[src/hdl/assert_macros.svh]
// ----------------------------------------------------------------------------
// Assertion macros shared by the RTL
// ----------------------------------------------------------------------------
`ifndef ASSERT_MACROS_SVH
`define ASSERT_MACROS_SVH

`ifndef NO_ASSERTIONS

// same-cycle implication, disabled in reset
`define SIRNET_ASSERT_IMP(name, clk, rst_n, ante, cons) \
    name: assert property (@(posedge clk) disable iff (!rst_n) (ante) |-> (cons)) \
        else $error("sirnet assertion failed");

// next-cycle implication, disabled in reset
`define SIRNET_ASSERT_NXT(name, clk, rst_n, ante, cons) \
    name: assert property (@(posedge clk) disable iff (!rst_n) (ante) |=> (cons)) \
        else $error("sirnet assertion failed");

`else

`define SIRNET_ASSERT_IMP(name, clk, rst_n, ante, cons)
`define SIRNET_ASSERT_NXT(name, clk, rst_n, ante, cons)

`endif

`endif

[src/hdl/sirnet_pkg.sv]
// ----------------------------------------------------------------------------
// sirnet_pkg
// Types and constants of the SIR network epidemic step unit.
// ----------------------------------------------------------------------------
package sirnet_pkg;

    localparam int CMD_W  = 2;
    localparam int IDX_W  = 12;
    localparam int DRAW_W = 16;
    localparam int PROB_W = 17;
    localparam int NCNT_W = 13;
    localparam int CNT_W  = 13;
    localparam int RND_W  = 16;
    localparam int APB_AW = 4;
    localparam int APB_DW = 32;

    typedef enum logic [CMD_W-1:0] {
        CMD_SEED      = 2'd0,
        CMD_CONTACT   = 2'd1,
        CMD_RECOVER   = 2'd2,
        CMD_END_ROUND = 2'd3
    } t_cmd;

    typedef enum logic [2:0] {
        NS_SUS  = 3'd0,
        NS_INF  = 3'd1,
        NS_REM  = 3'd2,
        NS_PINF = 3'd3,
        NS_PREM = 3'd4
    } t_status;

    typedef enum logic [1:0] {
        REG_INFECT  = 2'd0,
        REG_RECOVER = 2'd1,
        REG_NODES   = 2'd2,
        REG_LIMIT   = 2'd3
    } t_reg;

    typedef struct packed {
        logic [PROB_W-1:0] infect_prob;
        logic [PROB_W-1:0] recover_prob;
        logic [NCNT_W-1:0] node_count;
        logic [RND_W-1:0]  round_limit;
    } t_cfg;

    localparam logic [NCNT_W-1:0] NODE_COUNT_RST = NCNT_W'(1);

endpackage

[src/hdl/sirnet_apb_regs.sv]
// ----------------------------------------------------------------------------
// sirnet_apb_regs
// APB configuration registers: probabilities, node count and round limit.
// ----------------------------------------------------------------------------
module sirnet_apb_regs (
    input  logic                        i_clk,
    input  logic                        i_rst_n,
    input  logic                        psel,
    input  logic                        penable,
    input  logic                        pwrite,
    input  logic [sirnet_pkg::APB_AW-1:0] paddr,
    input  logic [sirnet_pkg::APB_DW-1:0] pwdata,
    output logic [sirnet_pkg::APB_DW-1:0] prdata,
    output logic                        pready,
    output sirnet_pkg::t_cfg            o_cfg
);
    import sirnet_pkg::*;

    t_cfg r_cfg;
    t_reg reg_sel;
    logic wr_en;

    assign pready  = 1'b1;
    assign reg_sel = t_reg'(paddr[3:2]);
    assign wr_en   = psel && penable && pwrite && pready;
    assign o_cfg   = r_cfg;

    always_ff @(posedge i_clk) begin
        if (!i_rst_n) begin
            r_cfg.infect_prob  <= '0;
            r_cfg.recover_prob <= '0;
            r_cfg.node_count   <= NODE_COUNT_RST;
            r_cfg.round_limit  <= '0;
        end else if (wr_en) begin
            unique case (reg_sel)
                REG_INFECT:  r_cfg.infect_prob  <= pwdata[PROB_W-1:0];
                REG_RECOVER: r_cfg.recover_prob <= pwdata[PROB_W-1:0];
                REG_NODES:   r_cfg.node_count   <= pwdata[NCNT_W-1:0];
                REG_LIMIT:   r_cfg.round_limit  <= pwdata[RND_W-1:0];
                default:     r_cfg              <= r_cfg;
            endcase
        end
    end

    always_comb begin
        unique case (reg_sel)
            REG_INFECT:  prdata = APB_DW'(r_cfg.infect_prob);
            REG_RECOVER: prdata = APB_DW'(r_cfg.recover_prob);
            REG_NODES:   prdata = APB_DW'(r_cfg.node_count);
            REG_LIMIT:   prdata = APB_DW'(r_cfg.round_limit);
            default:     prdata = '0;
        endcase
    end

endmodule
[config.mk]
export PLATFORM = sky130hd
export DESIGN_NAME = sirnet_apb_regs
export DESIGN_NICKNAME = d
export VERILOG_FILES = /design/src/hdl/assert_macros.svh /design/src/hdl/sirnet_pkg.sv /design/src/hdl/sirnet_apb_regs.sv
export SDC_FILE = /design/constraint.sdc
export NUM_CORES = 1
export LEC_CHECK = 0
export ABC_AREA = 1
export ABC_CLOCK_PERIOD_IN_PS = 2450
export BUFFER_PORTS_ARGS = -buffer_cell sky130_fd_sc_hd__buf_2
export CORE_ASPECT_RATIO = 1.4
export CORE_MARGIN = 2
export CORE_UTILIZATION = 45
export CTS_BUF_LIST = sky130_fd_sc_hd__clkbuf_8
export CTS_CLUSTER_DIAMETER = 80
export DETAILED_ROUTE_END_ITERATION = 10
export GPL_ROUTABILITY_DRIVEN = 0
export PLACE_DENSITY = 0.77
export SETUP_SLACK_MARGIN = 0.2
export SLEW_MARGIN = 0
export SYNTH_ARGS = -nofsm -noshare
export SYNTH_HDL_FRONTEND = slang
export SYNTH_SLANG_ARGS = --single-unit
[constraint.sdc]
create_clock -name i_clk -period 2.45 [get_ports i_clk]
set_clock_uncertainty 0.2 [all_clocks]
set_input_delay 0.1225 -clock i_clk [delete_from_list [all_inputs] [get_ports i_clk]]
set_output_delay 0.1225 -clock i_clk [all_outputs]
set_load 0.02 [all_outputs]
== Word-level counts from Yosys, hierarchy flattened ==
Index checks and enable logic that the tools add are counted.

* Register bits: 63
* Output and inout bits: 96

* Equal/unequal tests: 3
* Multiplexer cells: 1
* Reduce and logical (&&, ||, !) cells: 7

{| class="wikitable"
|+ Operators with widths
! operator !! number
|-
| case mux 32 bit (4 select lines) || 1
|-
| AND reduction 2 bit || 4
|-
| == test 2 bit (second input constant) || 2
|-
| == test 2 x 1 -> 1 bit (second input constant) || 1
|-
| logical AND 1 bit || 2
|-
| zero test 2 bit || 1
|}

== Logic depth before layout (Yosys ltp) ==
Gate-level depths: netlist (run 1).

* Depth after elaboration: 3
* Mapped depth: 6

== Worst setup path after synthesis (run 1) ==
OpenSTA, ideal clock, no wires.

* Path kind: input to output
* Start: in paddr[3] (netlist bit)
* End: out prdata[0] (netlist bit)
* Arrival: 855 ps
* Data required time: 2128 ps
* Path slack: 1272 ps
* Cell stages on the path: 4
* Path buffers: 1
* Path through: nor2_2 clkbuf_1 nand2_1 nand4_1

* Longest elaborated chain between the ends: 2
* Elaborated cells on any way between the ends: 5
* Classes of those cells: eq/ne: 3; mux: 1; reduce/logical: 1

{| class="wikitable"
|+ Ends and longest elaborated chain
! element !! line !! RTL
|-
| start: declaration || sirnet_apb_regs.sv:11 || <nowiki>input logic [sirnet_pkg::APB_AW-1:0] paddr,</nowiki>
|-
| == test 2 bit, or another cell as far along || sirnet_apb_regs.sv:46 || <nowiki>unique case (reg_sel)</nowiki>
|-
| case mux 32 bit (4 select lines) * || sirnet_apb_regs.sv:46 ||
|-
| end: declaration || sirnet_apb_regs.sv:13 || <nowiki>output logic [sirnet_pkg::APB_DW-1:0] prdata,</nowiki>
|}

Mark *: on every way between the ends. The rest lies on a longest branch, timed or not. The select of a mux whose other input is x is not followed.

== Worst setup path in the final report (run 1) ==
* Start: in paddr[3] (netlist bit)
* End: out prdata[2] (netlist bit)

Same word-level chain as after synthesis.

==> results by group, run 1 <==
Global routing
  – Largest net degree at the start of global routing: 33
  – Number of global-route vias before repair: 2894
  – Grt ovf: 0
  – Global-route wire length before repair: approximately 13000 um
  – Antenna violations before repair: 0
  – Tot GR Track Use: 0.231

Synthesis
  – Post-synth EDFFs: 0
  – Netlist cell types: 19
  – Cell accounting for the most synthesized area: dfxtp_1
  – Sequential area share after synthesis: 0.405
  – Ys Warns: 0
  – Yosys top cell area share: 0.405
  – Most numerous cell in the Yosys netlist: nand2_1
  – Cells after synthesis: approximately 470
  – Largest cells by area after synthesis: dfxtp_1, nand2_1, nor2_1, nand3_1, buf_4
  – Synth top cells by count: nand2_1, nor2_1, nand3_1
  – Syn_area_per_cell: 6.59 sq um
  – Post-synth ARST share: 0
  – Mapped cell area: 3120 sq um
  – Dominant synthesized flop cell: dfxtp_1
  – Yosys reg bits: between 60 and 70

Critical path
  – CP Buf/Inv Count: 3
  – Worst Setup End Kind: primary output
  – Slowest-stage cell, CP: nor2_4
  – Crit path DAT: approximately 1.3 ns
  – Worst-path cell chain: buf_2 > inv_2 > nor2_4 > nand2_1 > nand4_1 > buf_2
  – Worst-path maximum fanout: 25
  – Kind of critical path: in2out
  – Worst path required time: ~2.1 ns
  – Startpoint types: input pin
  – Most used cell, CP: buf_2
  – Cell family with most CP delay: simple AND/OR/NAND/NOR gates
  – CP max stage delay: 0.54 ns

CTS
  – Number of H-tree levels: 3
  – Clock Latency Late Sink: 0.33 ns
  – Root buf cell: clkbuf_8
  – CTS tree: done
  – Clk buf depth: 2
  – Post-CTS sizing: 0
  – Clock Pin Slew Worst Setup and Hold Paths: approximately 0.070 ns
  – Clock Sink Count: 63
  – Hold_buf cts: 17
  – Total CTS buffers: 9
  – Post CTS Setup Buffer Count: 0

STA
  – Achievable Freq: 608 MHz
  – Worst slew pin tran: approximately 0.7 ns
  – RSZ-0062 raised after global routing: no
  – Fin. Hold Viols: 0
  – Sum Neg Setup Slack: 0 ns
  – Final Cycle Share: 0.671
  – Slew HR: 0.536
  – Minimum clock period: 1.64 ns
  – Slew Limit Fails: 0
  – Hold slack: slightly above 0.009 ns
  – # setup viols final: 0
  – Setup ws final: between 0.8 and 0.9 ns

Placed design
  – Final HPWL from detailed placement: approximately 5400 um
  – Worst slack at placement: roughly 0.8 ns
  – I/O Buffers: between 100 and 150
  – Placed instance count: between 600 and 700
  – Placed inst area: between 3000 and 4000 sq um

Routing
  – Via count: 3278
  – Drt pass-1 iters: 4
  – ANT nets after route: 0
  – Final wirelength: 8420 um
  – Vias per cell: 4.83
  – Post-route DRC: 0
  – Routed len/inst: ~12 um
  – First-iteration detailed-routing DRC count: 215

Floorplan
  – Site row count: 35
  – Initial core utilization: 0.468
  – IO Pins: ~140
  – Area of the core: 6660 sq um
  – Chip Width: roughly 74 um
  – DIE HEIGHT: approximately 100 um
  – Die footprint: ~7600 sq um

Power and ir drop
  – Max rail drop VDD: between 0.4 and 0.5 mV
  – Lkg Pwr: around 2 nW
  – Power, Total: between 2 and 2.5 mW
  – Power Density: just over 600 nW/um^2

Final layout
  – Non-filler instance count after layout: approximately 680
  – Final nets: 622
  – Layout overhead on the synthesized area: 28.0%
  – Core Util, Final: 0.599
  – Largest register FFs: 63
  – Layout cell share with drive strength beyond 1: 0.237
  – Layout fillers: 648
  – Final Instance Area: roughly 4000 sq um
  – Antenna cells: 0

Worst hold path
  – Tightest Hold Check Type: in2reg

Outcome
  – Status: complete, no violations

Job
  – Max Cap Violations: 0
## report_power, final
part	internal [mW]	leakage [nW]	switching (mW)
sequential	1.05	0.510	0.0168
clock	0.681	0.127	0.386
combinational	0.102	1.35	0.209
## final timing paths
kind                  start        end  slack, ns  depth (start not counted)
setup / recovery   paddr[3]  prdata[2]       0.81                          6
hold / removal      penable  o_cfg[16]      0.009                          4
setup reg to reg  o_cfg[53]  o_cfg[53]       1.62                          2
hold reg to reg    o_cfg[9]   o_cfg[9]       0.30                          2
## per-layer routing
layer | vias up | share of wire | global-route usage
li1 | 1661 | - | -
met1 | 1502 | 0.42 | 0.275
met2 | 104 | 0.52 | 0.416
met3 | 11 | 0.045 | 0.0296
met4 | 0 | 0.012 | 0.0893
met5 | - | 0 | 0
## placed cells by master, fill, tap and decap left out, drive strengths merged
cell         netlist  layout
nand2            129     129
o21ai              1       1
dlygate4sd3        0      17
bufinv             0       2
dfxtp             63      63
nor2             132     132
nand3             67      67
conb               2      16
inv               21      22
buf               43     110
a22o               1       1
clkbuf             1      13
nand4             13      13
## logic make-up after synthesis
kind of cell,share of synthesized area
AND/OR/NAND/NOR,0.468
flip-flops,0.405
other,0.00241
AO/OA/AOI/OAI,0.00442
buffers and inverters,0.120
## layout make-up
class | count | area (sq um) | area share
inverters | 21 | 78.8 | 0.0198
flip-flops and latches | 63 | 1260 | 0.316
clock inverters | 3 | 63.8 | 0.0160
repair buffers | 127 | 751 | 0.188
clock buffers | 13 | 179 | 0.0449
multi-input cells | 359 | 1540 | 0.386
well taps | 92 | 115 | 0.0289
## worst min-delay path, cell delays in order
cell and delay [ns]:
buf_2 0.12, nand3_4 0.11, o21ai_0 0.09, nand3_1 0.06
Power figures use the tool's default switching activity.
==> run 2, diff against run 1 <==
--- a/config.mk
+++ b/config.mk
@@ -5,8 +5,8 @@
 export SDC_FILE = /design/constraint.sdc
 export NUM_CORES = 1
 export LEC_CHECK = 0
-export ABC_AREA = 1
-export ABC_CLOCK_PERIOD_IN_PS = 2450
+export ABC_AREA = 0
+export ABC_CLOCK_PERIOD_IN_PS = 1600
 export BUFFER_PORTS_ARGS = -buffer_cell sky130_fd_sc_hd__buf_2
 export CORE_ASPECT_RATIO = 1.4
 export CORE_MARGIN = 2
@@ -15,7 +15,7 @@
 export CTS_CLUSTER_DIAMETER = 80
 export DETAILED_ROUTE_END_ITERATION = 10
 export GPL_ROUTABILITY_DRIVEN = 0
-export PLACE_DENSITY = 0.77
+export PLACE_DENSITY = 0.78
 export SETUP_SLACK_MARGIN = 0.2
 export SLEW_MARGIN = 0
 export SYNTH_ARGS = -nofsm -noshare
==> constraint.sdc (replaced) <==
create_clock -name i_clk -period 1.6 [get_ports i_clk]
set_clock_uncertainty 0.2 [all_clocks]
set_input_delay 0.08 -clock i_clk [delete_from_list [all_inputs] [get_ports i_clk]]
set_output_delay 0.08 -clock i_clk [all_outputs]
set_load 0.02 [all_outputs]
==> results by group, run 2 <==
CTS
  – Clock Sink Count: 63 (unchanged)
  – Clock Pin Slew Worst Setup and Hold Paths: 0.07 ns (about the same)
  – Number of H-tree levels: 3 (unchanged)
  – Root buf cell: clkbuf_8 (unchanged)
  – Total CTS buffers: 9 (unchanged)
  – Clk buf depth: 2 (unchanged)
  – Clock Latency Late Sink: 0.33 ns (about the same)
  – CTS tree: done (unchanged)

Global routing
  – Global-route wire length before repair: 12400 um (was 13400 um)
  – Tot GR Track Use: 0.226 (was 0.231)
  – Antenna violations before repair: 0 (unchanged)
  – Number of global-route vias before repair: 2596 (was 2894)
  – Largest net degree at the start of global routing: 38 (was 33)
  – Grt ovf: 0 (unchanged)

Floorplan
  – Initial core utilization: 0.463 (was 0.468)
  – Area of the core: 6170 sq um (was 6660 sq um)
  – Site row count: 34 (was 35)
  – DIE HEIGHT: 98.3 um (was 102 um)
  – Die footprint: 7020 sq um (was 7610 sq um)
  – IO Pins: 137 (unchanged)
  – Chip Width: 71.4 um (was 74.3 um)

Synthesis
  – Cell accounting for the most synthesized area: dfxtp_1 (unchanged)
  – Mapped cell area: 2860 sq um (was 3120 sq um)
  – Yosys top cell area share: 0.441 (was 0.405)
  – Syn_area_per_cell: 10.4 sq um (was 6.59 sq um)
  – Largest cells by area after synthesis: dfxtp_1, mux2i_1, nand2_1, mux4_2, buf_4 (was dfxtp_1, nand2_1, nor2_1, nand3_1, buf_4)
  – Post-synth ARST share: 0 (unchanged)
  – Ys Warns: 0 (unchanged)
  – Most numerous cell in the Yosys netlist: nand2_1 (unchanged)
  – Netlist cell types: 19 (unchanged)
  – Dominant synthesized flop cell: dfxtp_1 (unchanged)
  – Post-synth EDFFs: 0 (unchanged)
  – Cells after synthesis: 275 (was 473)
  – Sequential area share after synthesis: 0.441 (was 0.405)
  – Synth top cells by count: nand2_1, mux2i_1, dfxtp_1 (was nand2_1, nor2_1, nand3_1)
  – Yosys reg bits: 63 (unchanged)

Final layout
  – Antenna cells: 0 (unchanged)
  – Core Util, Final: 0.687 (was 0.599)
  – Layout cell share with drive strength beyond 1: 0.527 (was 0.237)
  – Layout overhead on the synthesized area: 48.2% (was 28.0%)
  – Final nets: 478 (was 622)
  – Commonest cells after routing, fill and taps aside: buf_2, nand2_1, mux2i_1, buf_4, dfxtp_2 (was nand2_1, nor2_1, buf_2, nand3_1, dfxtp_1)
  – Final Instance Area: 4240 sq um (was 3990 sq um)
  – Most common cell after layout, fill and taps aside: buf_2 (was nand2_1)
  – Largest register FFs: 63 (unchanged)

Routing
  – Post-route DRC: 0 (unchanged)
  – Via count: 2594 (was 3278)
  – Drt pass-1 iters: 4 (unchanged)
  – Routed len/inst: 15.5 um (was 12.4 um)
  – Final wirelength: 7990 um (was 8420 um)
  – First-iteration detailed-routing DRC count: 83 (was 215)
  – Vias per cell: 5.05 (was 4.83)
  – ANT nets after route: 0 (unchanged)

STA
  – Fin. Hold Viols: 0 (unchanged)
  – Setup ws final: 0.0220 ns (was 0.806 ns)
  – Achievable Freq: roughly 630 MHz
  – Minimum clock period: 1.58 ns
  – RSZ-0062 raised after global routing: yes (was no)
  – Hold slack: 0.0102 ns (was 0.00906 ns)
  – # setup viols final: 0 (unchanged)
  – Final Cycle Share: 0.986
  – Slew Limit Fails: 0 (unchanged)

Critical path
  – Reg2reg end: o_cfg[10] (was o_cfg[53])
  – Startpoint types: flip-flop (was input pin)
  – Worst r2r src: o_cfg[10] (was o_cfg[53])
  – Worst-path maximum fanout: 2 (was 25)
  – Crit path DAT: 1.30 ns (was 1.32 ns)
  – Kind of critical path: reg2out (was in2out)
  – Worst Setup End Kind: primary output (unchanged)
  – Reg2reg path depth: 4 (was 2)
  – R2R Setup Slk: 0.61 ns (was 1.62 ns)
  – Setup crit start: o_cfg[7] (was paddr[3])
  – Worst path required time: 1.32 ns (was 2.13 ns)

Placed design
  – Placed inst area: 3460 sq um (was 3570 sq um)
  – I/O Buffers: 103 (unchanged)
  – Final HPWL from detailed placement: 4940 um (was 5450 um)
  – Worst slack at placement: 0.142 ns (was 0.805 ns)

Worst hold path
  – Hold Path Stages: 3 (was 4)
  – Hold Path Sink: o_cfg[16] (unchanged)
  – Tightest Hold Check Type: in2reg (unchanged)
  – Worst hold start: i_rst_n (was penable)

Power and ir drop
  – Lkg Pwr: 2.07 nW (was 1.99 nW)
  – Power, Total: 3.32 mW (was 2.44 mW)
  – Max rail drop VDD: 0.466 mV (was 0.426 mV)
  – Power Density: 783 nW/um^2 (was 612 nW/um^2)

Outcome
  – Status: complete, no violations (unchanged)

Job
  – Max Cap Violations: 0 (unchanged)
==> run 2: logic make-up (layout without fill, tap and decap cells) <==
family | Yosys count | after routing | synth area share
buffers and inverters | 36 | 189 | 0.0832
other | 2 | 16 | 0.00263
multiplexers | 80 | 80 | 0.337
AO/OA/AOI/OAI | 3 | 3 | 0.00525
AND/OR/NAND/NOR | 91 | 91 | 0.131
flip-flops | 63 | 63 | 0.441
==> run 2: where the power goes <==
part / total (mW) / internal (mW) / switching [mW]
registers: 1.60 / 1.59 / 0.0128
logic: 0.386 / 0.169 / 0.217
clock network: 1.33 / 0.742 / 0.585
total: 3.32 / 2.50 / 0.815
==> run 2: cell type report <==
class,count,area (sq um)
fill,479,1930
multi-input combinational,190,1420
sequential,63,1320
timing repair buffer,173,1210
clock buffer,10,138
tap,72,90.1
clock inverter,6,52.6
==> run 2: how the worst max path moves through the flow <==
stage,to,slack (ns),depth (start not counted)
final,prdata[7],0.02,2
after global routing,prdata[7],-0.02,2
after CTS,prdata[7],0.006,2
after detailed placement,o_cfg[8],0.14,6
after global placement,prdata[4],0.16,4
after floorplan,prdata[10],0.21,4
==> run 2: what timing repair did <==
action | CTS | global route
resized for setup | 62 | 16
hold buffers | 19 | 0
setup buffers | 26 | 7
endpoints found under the setup margin | 13 | 17
endpoints found under the hold margin | 63 | 0
==> run 2: critical path, stage by stage (launching register included) <==
cell and delay (ns):
dfxtp_2 0.32, mux4_2 0.49, buf_6 0.15
==> run 2: through the flow <==
step	setup TNS [ns]	instances
2_1_floorplan	0	289
4_1_cts	0	507
5_1_grt	-0.0187	514
6_report	0	514
3_5_place_dp	0	446
3_3_place_gp	0	446
==> run 2: routing by layer <==
layer | global-route usage | up-vias | routed length [um]
met5 | 0 | - | 0
met4 | 0.116 | 0 | 210
met3 | 0.0433 | 21 | 379
met2 | 0.386 | 106 | 4140
met1 | 0.264 | 1240 | 3260
li1 | - | 1227 | -
